**src/sv/sfscp_pkg.sv**
```systemverilog
`timescale 1ns / 1ps
// ----------------------------------------------------------------------------
// sfscp_pkg
// Shared constants and types for the sync-header frame parser.
// ----------------------------------------------------------------------------
package sfscp_pkg;

    localparam int PAYLOAD_BYTES = 32;
    localparam int FRAME_SLOTS   = 16;

    localparam int ADDR_W = $clog2(PAYLOAD_BYTES);
    localparam int CNT_W  = $clog2(PAYLOAD_BYTES + 1);
    localparam int SLOT_W = $clog2(FRAME_SLOTS);

    localparam int RX_BYTE_W    = 8;
    localparam int CHANNEL_W    = 5;
    localparam int SAMPLE_W     = 8;
    localparam int FRAME_SLOT_W = 4;

    localparam logic [7:0] SYNC_FIRST   = 8'h55;
    localparam logic [7:0] SYNC_SECOND  = 8'hAA;
    localparam logic [7:0] TYPE_DATA    = 8'h0F;
    localparam logic [7:0] TYPE_WAIT_LO = 8'h12;
    localparam logic [7:0] TYPE_WAIT_HI = 8'h15;

    typedef struct packed {
        logic              start;
        logic [SLOT_W-1:0] slot;
    } t_emit_req;

    typedef struct packed {
        logic              en;
        logic [ADDR_W-1:0] addr;
        logic [7:0]        data;
    } t_wr_port;

    typedef struct packed {
        logic              en;
        logic [ADDR_W-1:0] addr;
    } t_rd_port;

endpackage

```
**src/sv/sfscp_ram.sv**
```systemverilog
`timescale 1ns / 1ps
// ----------------------------------------------------------------------------
// sfscp_ram
// Simple dual-port RAM, one write and one registered read port.
// ----------------------------------------------------------------------------
module sfscp_ram #(
    parameter int DEPTH = 32,
    parameter int WIDTH = 8
) (
    input  logic                     i_clk,
    input  logic                     i_wr_en,
    input  logic [$clog2(DEPTH)-1:0] i_wr_addr,
    input  logic [WIDTH-1:0]         i_wr_data,
    input  logic                     i_rd_en,
    input  logic [$clog2(DEPTH)-1:0] i_rd_addr,
    output logic [WIDTH-1:0]         o_rd_data
);

    logic [WIDTH-1:0] r_mem [DEPTH];
    logic [WIDTH-1:0] r_rd_data;

    always_ff @(posedge i_clk) begin
        if (i_wr_en) begin
            r_mem[i_wr_addr] <= i_wr_data;
        end
        if (i_rd_en) begin
            r_rd_data <= r_mem[i_rd_addr];
        end
    end

    assign o_rd_data = r_rd_data;

endmodule

```
**src/sv/sfscp_parser.sv**
```systemverilog
`timescale 1ns / 1ps
// ----------------------------------------------------------------------------
// sfscp_parser
// Header hunt, payload store writes, running sum and checksum check.
// ----------------------------------------------------------------------------
module sfscp_parser (
    input  logic                 i_clk,
    input  logic                 i_rst_n,
    input  logic                 i_accept,
    input  logic [7:0]           i_rx_byte,
    output sfscp_pkg::t_wr_port  o_wr,
    output sfscp_pkg::t_emit_req o_req
);

    localparam logic [1:0] PH_HUNT  = 2'd0;
    localparam logic [1:0] PH_SYNC1 = 2'd1;
    localparam logic [1:0] PH_TYPE  = 2'd2;
    localparam logic [1:0] PH_DATA  = 2'd3;

    localparam logic [sfscp_pkg::CNT_W-1:0] CNT_FULL =
        sfscp_pkg::CNT_W'(sfscp_pkg::PAYLOAD_BYTES);
    localparam logic [sfscp_pkg::SLOT_W-1:0] SLOT_MAX =
        sfscp_pkg::SLOT_W'(sfscp_pkg::FRAME_SLOTS - 1);

    logic [1:0]                     r_phase, n_phase;
    logic [sfscp_pkg::CNT_W-1:0]    r_count, n_count;
    logic [7:0]                     r_sum, n_sum;
    logic [sfscp_pkg::SLOT_W-1:0]   r_slot, n_slot;
    logic                           w_full;
    logic                           w_match;

    assign w_full  = (r_count >= CNT_FULL);
    assign w_match = (r_sum == i_rx_byte);

    always_comb begin
        n_phase     = r_phase;
        n_count     = r_count;
        n_sum       = r_sum;
        n_slot      = r_slot;
        o_wr.en     = 1'b0;
        o_wr.addr   = r_count[sfscp_pkg::ADDR_W-1:0];
        o_wr.data   = i_rx_byte;
        o_req.start = 1'b0;
        o_req.slot  = r_slot;
        if (i_accept) begin
            unique case (r_phase)
                PH_HUNT: begin
                    n_phase = (i_rx_byte == sfscp_pkg::SYNC_FIRST) ? PH_SYNC1 : PH_HUNT;
                end
                PH_SYNC1: begin
                    n_phase = (i_rx_byte == sfscp_pkg::SYNC_SECOND) ? PH_TYPE : PH_HUNT;
                end
                PH_TYPE: begin
                    if (i_rx_byte == sfscp_pkg::TYPE_DATA) begin
                        n_phase = PH_DATA;
                        n_sum   = 8'd0;
                        n_count = '0;
                    end else if (i_rx_byte inside
                                 {[sfscp_pkg::TYPE_WAIT_LO:sfscp_pkg::TYPE_WAIT_HI]}) begin
                        n_phase = PH_TYPE;
                    end else begin
                        n_phase = PH_HUNT;
                    end
                end
                PH_DATA: begin
                    if (w_full) begin
                        n_phase = PH_HUNT;
                        n_sum   = 8'd0;
                        n_count = '0;
                        if (w_match) begin
                            o_req.start = 1'b1;
                            n_slot      = (r_slot == SLOT_MAX) ? '0 : r_slot + 1'b1;
                        end
                    end else begin
                        o_wr.en = 1'b1;
                        n_sum   = r_sum + i_rx_byte;
                        n_count = r_count + 1'b1;
                    end
                end
                default: begin
                    n_phase = PH_HUNT;
                end
            endcase
        end
    end

    always_ff @(posedge i_clk) begin
        if (!i_rst_n) begin
            r_phase <= PH_HUNT;
            r_count <= '0;
            r_sum   <= 8'd0;
            r_slot  <= '0;
        end else begin
            r_phase <= n_phase;
            r_count <= n_count;
            r_sum   <= n_sum;
            r_slot  <= n_slot;
        end
    end

endmodule

```
**src/sv/sfscp_emitter.sv**
```systemverilog
`timescale 1ns / 1ps
// ----------------------------------------------------------------------------
// sfscp_emitter
// Walks the payload store after a good frame and drives the result items.
// ----------------------------------------------------------------------------
module sfscp_emitter (
    input  logic                                i_clk,
    input  logic                                i_rst_n,
    input  sfscp_pkg::t_emit_req                i_req,
    output sfscp_pkg::t_rd_port                 o_rd,
    input  logic [7:0]                          i_rd_data,
    output logic                                o_busy,
    output logic                                o_valid,
    input  logic                                i_ready,
    output logic [sfscp_pkg::CHANNEL_W-1:0]     o_channel,
    output logic [sfscp_pkg::SAMPLE_W-1:0]      o_sample,
    output logic [sfscp_pkg::FRAME_SLOT_W-1:0]  o_frame_slot,
    output logic                                o_last
);

    localparam logic [sfscp_pkg::ADDR_W-1:0] ADDR_LAST =
        sfscp_pkg::ADDR_W'(sfscp_pkg::PAYLOAD_BYTES - 1);

    logic                           r_valid, n_valid;
    logic [sfscp_pkg::ADDR_W-1:0]   r_addr, n_addr;
    logic [sfscp_pkg::SLOT_W-1:0]   r_slot, n_slot;
    logic                           w_last;
    logic                           w_take;

    assign w_last = (r_addr == ADDR_LAST);
    assign w_take = r_valid && i_ready;

    always_comb begin
        n_valid    = r_valid;
        n_addr     = r_addr;
        n_slot     = r_slot;
        o_rd.en    = 1'b0;
        o_rd.addr  = r_addr + 1'b1;
        if (i_req.start) begin
            n_valid   = 1'b1;
            n_addr    = '0;
            n_slot    = i_req.slot;
            o_rd.en   = 1'b1;
            o_rd.addr = '0;
        end else if (w_take) begin
            if (w_last) begin
                n_valid = 1'b0;
            end else begin
                n_addr  = r_addr + 1'b1;
                o_rd.en = 1'b1;
            end
        end
    end

    always_ff @(posedge i_clk) begin
        if (!i_rst_n) begin
            r_valid <= 1'b0;
            r_addr  <= '0;
        end else begin
            r_valid <= n_valid;
            r_addr  <= n_addr;
        end
        r_slot <= n_slot;
    end

    assign o_busy       = r_valid;
    assign o_valid      = r_valid;
    assign o_channel    = sfscp_pkg::CHANNEL_W'(r_addr);
    assign o_sample     = i_rd_data;
    assign o_frame_slot = sfscp_pkg::FRAME_SLOT_W'(r_slot);
    assign o_last       = w_last;

endmodule

```
**src/sv/sample_frame_sync_checksum_parser_unit.sv**
```systemverilog
`timescale 1ns / 1ps
// ----------------------------------------------------------------------------
// sample_frame_sync_checksum_parser_unit
// Sync-header frame parser with 8-bit additive checksum.
// ----------------------------------------------------------------------------
// Takes one received byte per cycle while parsing: it hunts for 0x55 0xAA 0x0F
// (after any wait bytes 0x12 to 0x15), writes the 32 payload bytes into the
// payload RAM and keeps their 8-bit sum. When the byte after the payload
// matches the sum, the 32 samples are read from the RAM read port one per
// cycle unless the output stalls and leave through the output register with
// channel, frame slot and last mark; input ready is low meanwhile. A bad frame
// is dropped with no output. The RAM needs no clearing after reset.
module sample_frame_sync_checksum_parser_unit (
    input  logic                                i_clk,
    input  logic                                i_rst_n,
    input  logic                                i_valid,
    output logic                                o_ready,
    input  logic [sfscp_pkg::RX_BYTE_W-1:0]     i_rx_byte,
    output logic                                o_valid,
    input  logic                                i_ready,
    output logic [sfscp_pkg::CHANNEL_W-1:0]     o_channel,
    output logic [sfscp_pkg::SAMPLE_W-1:0]      o_sample,
    output logic [sfscp_pkg::FRAME_SLOT_W-1:0]  o_frame_slot,
    output logic                                o_last
);

    sfscp_pkg::t_wr_port  w_wr;
    sfscp_pkg::t_rd_port  w_rd;
    sfscp_pkg::t_emit_req w_req;
    logic [7:0]           w_rd_data;
    logic                 w_busy;
    logic                 w_accept;

    assign o_ready  = !w_busy;
    assign w_accept = i_valid && o_ready;

    sfscp_parser u_parser (
        .i_clk     (i_clk),
        .i_rst_n   (i_rst_n),
        .i_accept  (w_accept),
        .i_rx_byte (i_rx_byte),
        .o_wr      (w_wr),
        .o_req     (w_req)
    );

    sfscp_ram #(
        .DEPTH (sfscp_pkg::PAYLOAD_BYTES),
        .WIDTH (8)
    ) u_ram (
        .i_clk     (i_clk),
        .i_wr_en   (w_wr.en),
        .i_wr_addr (w_wr.addr),
        .i_wr_data (w_wr.data),
        .i_rd_en   (w_rd.en),
        .i_rd_addr (w_rd.addr),
        .o_rd_data (w_rd_data)
    );

    sfscp_emitter u_emitter (
        .i_clk        (i_clk),
        .i_rst_n      (i_rst_n),
        .i_req        (w_req),
        .o_rd         (w_rd),
        .i_rd_data    (w_rd_data),
        .o_busy       (w_busy),
        .o_valid      (o_valid),
        .i_ready      (i_ready),
        .o_channel    (o_channel),
        .o_sample     (o_sample),
        .o_frame_slot (o_frame_slot),
        .o_last       (o_last)
    );

endmodule
```
**config.mk**
```make
export PLATFORM = sky130hd
export DESIGN_NAME = sample_frame_sync_checksum_parser_unit
export DESIGN_NICKNAME = d
export VERILOG_FILES = /design/src/sv/sfscp_pkg.sv /design/src/sv/sfscp_ram.sv /design/src/sv/sfscp_parser.sv /design/src/sv/sfscp_emitter.sv /design/src/sv/sample_frame_sync_checksum_parser_unit.sv
export SDC_FILE = /design/constraint.sdc
export NUM_CORES = 1
export LEC_CHECK = 0
export BUFFER_PORTS_ARGS = -buffer_cell sky130_fd_sc_hd__buf_2
export CORE_ASPECT_RATIO = 0.7
export CORE_UTILIZATION = 45
export DETAILED_ROUTE_END_ITERATION = 10
export PLACE_DENSITY = 0.63
export SYNTH_ARGS = -nofsm -noshare
export SYNTH_HDL_FRONTEND = slang
export SYNTH_HIERARCHICAL = 1
export SYNTH_SLANG_ARGS = --single-unit
export TNS_END_PERCENT = 20
```
**constraint.sdc**
```tcl
create_clock -name i_clk -period 4.1 [get_ports i_clk]
set_input_delay 1.23 -clock i_clk [delete_from_list [all_inputs] [get_ports i_clk]]
set_output_delay 1.23 -clock i_clk [all_outputs]
set_load 0.01 [all_outputs]
```
==> results.toml, run 1 <==
[global_route]
grt_start_max_net_pins = 40
antenna_found_initial = 1
grt_overflow = 0
grt_usage_pct = 20.8
grt_pass1_vias = 6432
grt_pass1_wl_mm = 41.3

[cells_and_area]
fillers = 2016
fin_nets = 750
final_cell_mix = "edfxtp_1, mux4_2, buf_4"
design_area_um2 = 13900
mostFrequentLayoutCell = "edfxtp_1"
utilization_pct = 53.5
layout-drive-gt1-share_pct = 33.2
antenna_cells = 0
area_delta_synth_final_pct = 15.3

[power_and_ir_drop]
p_per_area_nw_per_um2 = 430
p_switching_mw = 1.15
p_sw_share_pct = 19.2
vdd_drop_max_mv = 0.261
p_comb_share_pct = 1.7
power_frac_seq_pct = 54.7
p_int_mw = 4.82
leakage_nw = 4.62
clkPwrFrac_pct = 43.6

[route]
routed-wl-met3_mm = 2.78
drc = 0
wl_per_cell_um = 25.1
ant_nets = 0
top_layer = "met4"
wl_met2_mm = 11.8
wl_met1_mm = 12.5
dr.pass1.iters = 5
drt_iter0_markers = 647
wl_mm = 27.6
via_per_inst = 5.76
vias = 6330

[placed_design]
port_buffers = 31
place_area_um2 = 13000
place.gp.congestion = 0.834
hpwlAfterDp_mm = 17.9

[job]
max_cap_violations = 0

[clock_tree]
cts_max_path_buffers = 3
cts_tree = "done"
h-tree-depth = 1
cts_resized = 0
clkTransAtPathRegs_ns = 0.06
ctsHoldBuffers = 0
cts_root_buffer = "clkbuf_16"
postCtsSetupBuffers = 0
cts_buffers = 29
clock-sinks = 294
clock_latency_ns = 0.54

[timing]
worstMarginPinSlew_ns = 0.762
rsz0062_at_grt = "no"
fin_worst_skew_ns = 0.0130
finalSetupViolCount = 0
fin_crit_ns = 3.80
max_slew_margin_pct = 49.0
hold_violations = 0
layout_worst_path_cycle_share_pct = 92.8
fmax_mhz = 263
finalMaxSlewViolations = 0

[logic_synthesis]
ys_warn_count = 6
synth_area_um2 = 12000
yosysSeqAreaShare_pct = 71.1
synthFlopType = "edfxtp_1"
netlist_instances = 638
yosys.area.top_type_share_pct = 66.8
synth_top_cell_by_area = "edfxtp_1"
synth-edff-count = 268
ys_seq_elements = 294
synth_area_leaders = "edfxtp_1, mux4_2, dfxtp_1"
synth.net_count = 663
avgSynthCellArea_um2 = 18.9
synthArstFlopShare_pct = 0
ys_types = 53

[die]
start_util_pct = 46.4
ios = 32
core_um2 = 26000
placementRows = 49
die_x_um = 198
fp.dieH_um = 139
dieArea_um2 = 27400

[setup_path]
path_class = "input pin to register"
cp_cell_sequence = "buf_2 -> ha_1 -> nor4b_1 -> nand4_1 -> inv_2 -> buf_4 -> nor2_4 -> buf_4 -> mux4_2 -> mux4_2 -> mux2_2"
endpoint = "u_ram/o_rd_data[3]$_DFFE_PP_"
cpMaxStageDelayCell = "mux4_2"
worstReg2RegEnd = "u_ram/o_rd_data[3]$_DFFE_PP_"
worstSetupStartpoint = "i_rx_byte[1]"
rr_startpoint = "u_emitter/o_busy$_SDFFE_PN0P_"
end_kind = "register"
required_ns = 4.38
worst-path-max-fanout = 18
crit_path_max_incr_delay_ns = 0.54
rrSetupSlack_ns = 0.71
arrival_ns = 4.09
rr_worst_depth = 10
cp-start-kind = "input pin"

[status]
status = "finished clean"

[worst_hold_path]
hold_path_class = "register to register"
## metrics by stage
stage / cells / power (mW) / TNS, ns / worst slack (ns) / hold WS [ns]
2_1_floorplan: 638 / 3.38 / 0 / 0.0234 / 0.437
3_3_place_gp: 1051 / 3.43 / -1.17 / -0.189 / 0.462
3_5_place_dp: 1051 / 3.43 / -1.28 / -0.192 / 0.471
4_1_cts: 1099 / 6.02 / 0 / 0.350 / 0.482
5_1_grt: 1099 / 6.14 / 0 / 0.222 / 0.514
6_report: 1099 / 5.97 / 0 / 0.295 / 0.487
## synthesized netlist by cell type, types with 6 or more instances
library cell  instances
a21oi_1              16
buf_1                 6
buf_4                28
clkbuf_1              7
dfxtp_1              26
edfxtp_1            268
ha_1                 12
inv_1                11
mux2_2                8
mux4_2               80
nand2_1              15
nand3b_1              7
nor2_1               58
nor2b_1               6
o21ai_0              13
or3_1                 7
## worst min path at each step
| stage | start | to | slack, ns | depth (start not counted) |
|---|---|---|---|---|
| after CTS | u_parser/r_slot[3]$_SDFFE_PN0P_ | u_emitter/o_frame_slot[3]$_DFFE_PP_ | 0.48 | 0 |
| after detailed placement | u_parser/r_slot[3]$_SDFFE_PN0P_ | u_emitter/o_frame_slot[3]$_DFFE_PP_ | 0.47 | 0 |
| after global routing | u_parser/r_slot[3]$_SDFFE_PN0P_ | u_emitter/o_frame_slot[3]$_DFFE_PP_ | 0.51 | 0 |
| after global placement | u_parser/r_slot[1]$_SDFFE_PN0P_ | u_emitter/o_frame_slot[1]$_DFFE_PP_ | 0.46 | 0 |
| after floorplan | u_parser/r_slot[3]$_SDFFE_PN0P_ | u_emitter/o_frame_slot[3]$_DFFE_PP_ | 0.44 | 0 |
| final | u_parser/r_slot[3]$_SDFFE_PN0P_ | u_emitter/o_frame_slot[3]$_DFFE_PP_ | 0.49 | 0 |
## power groups by stage
stage	Combinational [mW]	Sequential, mW	Clock, mW
6_report	0.0997	3.27	2.60
5_1_grt	0.110	3.27	2.76
4_1_cts	0.101	3.27	2.65
3_5_place_dp	0.102	3.33	0
3_3_place_gp	0.0944	3.33	0
2_1_floorplan	0.0515	3.33	0
## layout make-up
cell class	instances	area, um^2	area share, %
multi-input combinational	287	3160	22.8
inverter	12	45.0	0.324
clock buffer	32	737	5.30
timing repair buffer	101	756	5.44
sequential	294	8570	61.7
tap	357	447	3.21
clock inverter	16	183	1.31
## sequential cells by signal (all words and copies together), names as in the netlist
signal	count
u_parser/r_sum	8
u_parser/r_phase	2
u_emitter/o_busy	1
u_emitter/o_frame_slot	4
u_ram/r_mem	256
u_ram/o_rd_data	8
u_emitter/o_channel	5
u_parser/r_slot	4
u_parser/r_count	6
## cell families (layout without fill, tap and decap cells)
| logic type | Yosys count | after routing | share of synthesized area, % |
|---|---|---|---|
| AOI/OAI and AO/OA | 50 | 50 | 2.63 |
| muxes | 91 | 91 | 16.0 |
| buffers and inverters | 57 | 161 | 2.79 |
| xor gates and xnor gates | 9 | 9 | 0.654 |
| adders and majority gates | 13 | 13 | 1.41 |
| and+or+nand+nor | 124 | 124 | 5.45 |
| DFF | 294 | 294 | 71.1 |
## per-layer routing
| metal | track usage (%) | vias up |
|---|---|---|
| li1 | - | 2719 |
| met1 | 31.8 | 3299 |
| met2 | 29.0 | 266 |
| met3 | 6.93 | 46 |
| met4 | 4.00 | 0 |
| met5 | 0 | - |
## critical path: cells and delay by family
kind                     cells  cell delay, ns
multiplexers                 3            1.18
AND/OR/NAND/NOR              3            0.72
buffers and inverters        4            0.65
adder cells (fa/ha/maj)      1            0.30
Note: power is estimated with default switching activity, not from simulation.
==> inputs of run 2 (changes only) <==
CORE_UTILIZATION = 56   (was 45)
PLACE_DENSITY = 0.73   (was 0.63)
==> run 2 against run 1 <==
Against the previous run:
- total power down 3.8%
- worst setup slack worse by 0.041 ns
- die area is 19% lower
- cell count decreased by 7.6%
- largest power group unchanged
- highest routed layer unchanged
==> results.toml, run 2 (synthesized netlist as in run 1, its figures left out) <==
[clock_tree]
postCtsSetupBuffers = 0
cts_max_path_buffers = 3
clock_latency_ns = 0.54
cts_root_buffer = "clkbuf_16"
h-tree-depth = 1
ctsHoldBuffers = 0
cts_buffers = 27
clock-sinks = 294
cts_tree = "done"
clkTransAtPathRegs_ns = 0.06
cts_resized = 0

[cells_and_area]
largest_register_ffs = 256
multi_input_area_um2 = 3160
design_area_um2 = 13700
layout-drive-gt1-share_pct = 31.9
fillers = 1361
max_flop_register = "u_ram/r_mem"
fin_nets = 746
final_cell_mix = "edfxtp_1, mux4_2, buf_4"
regArea_um2 = 8570
area_delta_synth_final_pct = 13.6
antenna_cells = 0
mostFrequentLayoutCell = "edfxtp_1"

[job]
max_cap_violations = 0

[timing]
layout_worst_path_cycle_share_pct = 93.8
fmax_mhz = 260
fin_crit_ns = 3.85
worstMarginPinSlew_ns = 0.739
fin_worst_skew_ns = 0.0155
finalSetupViolCount = 0
worst_slack_ns = 0.255
finalMaxSlewViolations = 0
rsz0062_at_grt = "no"
max_slew_margin_pct = 50.2
hold_violations = 0

[route]
drc = 0
drt_iter0_markers = 813
via_per_inst = 6.34
dr.pass1.iters = 5
vias = 6431
wl_mm = 26.4
ant_nets = 0
wl_per_cell_um = 26.0
routed-wl-met3_mm = 2.86
wl_met2_mm = 11.7
top_layer = "met4"
wl_met1_mm = 11.3

[setup_path]
cp_cell_sequence = "buf_2 -> ha_1 -> nor4_1 -> nand4_1 -> inv_2 -> nor2_4 -> buf_12 -> mux4_2 -> mux4_2 -> mux2_2"
end_kind = "register"
crit_path_max_incr_delay_ns = 0.52
arrival_ns = 4.13
path_class = "input pin to register"
cp-start-kind = "input pin"
cpMaxStageDelayCell = "mux4_2"
required_ns = 4.39
worst-path-max-fanout = 30
crit_top_cell = "mux4_2"

[worst_hold_path]
hold_path_class = "register to register"

[die]
dieArea_um2 = 22100
core_um2 = 20900
start_util_pct = 57.6
fp.dieH_um = 125
ios = 32
placementRows = 44
die_x_um = 177

[placed_design]
pre_cts_ws_ns = -0.186
place.gp.congestion = 0.860
port_buffers = 31
hpwlAfterDp_mm = 17.5
place_area_um2 = 12900

[global_route]
grt_start_max_net_pins = 40
grt_usage_pct = 24.9
antenna_found_initial = 1
grt_pass1_vias = 6355
grt_pass1_wl_mm = 39.9
grt_overflow = 0

[power_and_ir_drop]
p_per_area_nw_per_um2 = 419
leakage_nw = 4.55
power.total_mw = 5.74
vdd_drop_max_mv = 0.333

[status]
status = "finished clean"
## run 2: cell count changes in the layout (fill, tap and decap cells not counted)
| cell | change |
|---|---|
| clkbuf_1 | +5 |
| clkbuf_16 | -2 |
| buf_12 | +1 |
| clkinv_1 | +2 |
| clkinvlp_4 | +1 |
| bufinv_16 | -2 |
| clkinv_2 | -5 |
| buf_4 | -3 |
## run 2: power by group
group	internal (mW)	total (mW)	switching, mW
clock	1.33	2.37	1.04
combinational	0.0252	0.0987	0.0735
sequential	3.26	3.27	0.00274
## run 2: routing by layer
layer	vias to the layer above	global-route usage, %
met4	0	4.47
met2	349	35.8
met1	3331	38.9
met3	38	6.47
met5	-	0
li1	2713	-
## run 2: layout make-up
class                      instances  area share (%)
tap                              276            2.52
inverter                          12           0.329
multi-input combinational        287            23.1
sequential                       294            62.6
clock inverter                    12           0.822
timing repair buffer              99            5.50
clock buffer                      35            5.15
## run 2: through the flow
| stage | hold WS, ns | std cells | TNS (ns) | util [%] |
|---|---|---|---|---|
| after floorplan | 0.437 | 638 | 0 | - |
| after global placement | 0.452 | 968 | -0.486 | 61.5 |
| after detailed placement | 0.489 | 968 | -0.854 | 61.5 |
| after CTS | 0.504 | 1015 | 0 | 65.4 |
| after global routing | 0.509 | 1015 | 0 | 65.4 |
| final | 0.511 | 1015 | 0 | 65.4 |
## run 2: critical path: cells and delay by family
family / cells / cell delay [ns]
adder cells (fa/ha/maj): 1 / 0.32
AND/OR/NAND/NOR: 3 / 0.75
buffers and inverters: 3 / 0.49
multiplexers: 3 / 1.32
## run 2: path summary, 6_finish.rpt
check                                                     start                                  end  slack [ns]  cells past startpoint
worst min register to register  u_parser/r_slot[3]$_SDFFE_PN0P_  u_emitter/o_frame_slot[3]$_DFFE_PP_        0.51                      0
worst max-delay path                               i_rx_byte[5]         u_ram/o_rd_data[4]$_DFFE_PP_        0.25                     10
worst max register to register   u_parser/r_sum[5]$_SDFFE_PN0P_         u_ram/o_rd_data[4]$_DFFE_PP_        0.77                      9
worst min-delay path            u_parser/r_slot[3]$_SDFFE_PN0P_  u_emitter/o_frame_slot[3]$_DFFE_PP_        0.51                      0
==> inputs of run 3 (changes only) <==
BUFFER_PORTS_ARGS = -buffer_cell sky130_fd_sc_hd__clkbuf_2   (was -buffer_cell sky130_fd_sc_hd__buf_2)
==> run 3 against run 2 <==
Against the previous run:
- count of clock-buffer cells in the layout shrank 1
- maximum frequency grew 2.7%
- clock power grew 14%
- register-to-register slack gained 0.02 ns
- total power grew 5.8%
- final area grew 1.4%
- highest routed layer unchanged
- core utilization grew 0.91 points
- worst hold slack lost 0.018 ns
- critical path depth is the same
- global-route usage grew 0.73 points
- first-iteration DRC count shrank 4.7%
- via count grew 0.90%
==> results.toml, run 3 (synthesized netlist as in run 1, its figures left out) <==
[cells_and_area]
final_cell_mix = "edfxtp_1, mux4_2, buf_4"
mostFrequentLayoutCell = "edfxtp_1"
max_flop_register = "u_ram/r_mem"
area_delta_synth_final_pct = 15.2
final_cell_count_no_fill = 1020
antenna_cells = 0
largest_register_ffs = 256
fin_nets = 747
layout-drive-gt1-share_pct = 33.1

[die]
ios = 32
die_x_um = 177
placementRows = 44
core_um2 = 20900
fp.dieH_um = 125
dieArea_um2 = 22100
start_util_pct = 57.6

[timing]
fin_worst_skew_ns = 0.00980
max_slew_margin_pct = 41.5
finalSetupViolCount = 0
layout_worst_path_cycle_share_pct = 91.4
fmax_mhz = 267
fin_crit_ns = 3.75
rsz0062_at_grt = "no"
timing.setup.tns_ns = 0
hold_violations = 0
finalMaxSlewViolations = 0
worstMarginPinSlew_ns = 0.874

[global_route]
grt_overflow = 0
antenna_found_initial = 2
grt_pass1_vias = 6284
grt_pass1_wl_mm = 40.5
grt_start_max_net_pins = 40
grt_usage_pct = 25.6

[power_and_ir_drop]
vdd_drop_max_mv = 0.341
clkPwrFrac_pct = 44.6
p_switching_mw = 1.14
p_sw_share_pct = 18.8
p_int_mw = 4.93
leakage_nw = 4.65
power_frac_seq_pct = 53.8
p_comb_share_pct = 1.6
p_per_area_nw_per_um2 = 437

[route]
via_per_inst = 6.36
ant_nets = 0
wl_per_cell_um = 26.6
wl_mm = 27.1
drc = 0
vias = 6489
drt_iter0_markers = 775
dr.pass1.iters = 5

[setup_path]
worst-path-max-fanout = 13
crit_top_cell = "mux4_2"
cpMaxStageDelayCell = "mux4_2"
end_kind = "register"
required_ns = 4.38
cp_cell_sequence = "clkbuf_2 -> ha_1 -> nor4_1 -> nand4_1 -> inv_2 -> nor2_4 -> buf_12 -> mux4_2 -> mux4_2 -> mux2_2"
crit_path_max_incr_delay_ns = 0.51
cp-start-kind = "input pin"
path_class = "input pin to register"
arrival_ns = 4.03

[clock_tree]
cts_max_path_buffers = 3
cts_root_buffer = "clkbuf_16"
clock_latency_ns = 0.54
ctsHoldBuffers = 0
postCtsSetupBuffers = 0
clock-sinks = 294
cts_resized = 0
cts_tree = "done"
cts_buffers = 28
h-tree-depth = 1
clkTransAtPathRegs_ns = 0.06

[placed_design]
hpwlAfterDp_mm = 17.6
port_buffers = 31
dp_cells = 968
place.gp.congestion = 0.858

[job]
max_cap_violations = 0

[worst_hold_path]
hold_path_class = "register to register"

[status]
status = "finished clean"
[run 3: cell types whose count changed in the layout (fill, tap and decap cells not counted), sizes merged]
cell,delta
buf,-31
bufinv,+3
clkbuf,+30
clkinv,+4
clkinvlp,-1
[run 3: power by group through the flow]
stage / logic, mW / registers (mW) / clock network (mW)
after detailed placement: 0.0991 / 3.33 / 0
after global routing: 0.107 / 3.27 / 2.86
final: 0.0994 / 3.27 / 2.71
after floorplan: 0.0515 / 3.33 / 0
after CTS: 0.0983 / 3.27 / 2.74
after global placement: 0.0921 / 3.33 / 0
[run 3: worst max-delay path: cells and delay by family]
family	cells	cell delay (ns)
buffers and inverters	3	0.43
adder cells (fa/ha/maj)	1	0.31
AND/OR/NAND/NOR	3	0.74
multiplexers	3	1.30
[run 3: worst paths after layout]
path,from,to,slack (ns),depth (start not counted)
max reg2reg,u_emitter/o_busy$_SDFFE_PN0P_,u_ram/o_rd_data[4]$_DFFE_PP_,0.79,9
max,i_rx_byte[3],u_ram/o_rd_data[2]$_DFFE_PP_,0.35,10
min,u_parser/r_count[5]$_SDFFE_PN0P_,u_parser/r_count[5]$_SDFFE_PN0P_,0.49,2
min reg2reg,u_parser/r_count[5]$_SDFFE_PN0P_,u_parser/r_count[5]$_SDFFE_PN0P_,0.49,2
[run 3: routing by layer]
metal	global-route usage [%]	routed length [um]	part of all wire, %
met2	36.6	12100	45
met3	5.77	2950	11
met1	41.0	11700	43
met5	0	0	0
met4	4.32	334	1.2
[run 3: final cells by class]
class / instances / area, um^2
clock buffer: 34 / 764
clock inverter: 18 / 219
fill: 1380 / 7040
inverter: 12 / 45.0
multi-input combinational: 287 / 3160
sequential: 294 / 8570
tap: 276 / 345
timing repair buffer: 99 / 778
[run 3: metrics by stage]
step	total power [mW]	setup slack, ns	utilization [%]	area, um^2	hold slack (ns)
6_report	6.07	0.354	66.4	13900	0.492
5_1_grt	6.23	0.310	66.4	13900	0.511
4_1_cts	6.11	0.427	66.4	13900	0.489
3_5_place_dp	3.43	-0.135	61.7	12900	0.480
3_3_place_gp	3.42	-0.0947	61.7	12900	0.455
2_1_floorplan	3.38	0.0234	-	12000	0.437
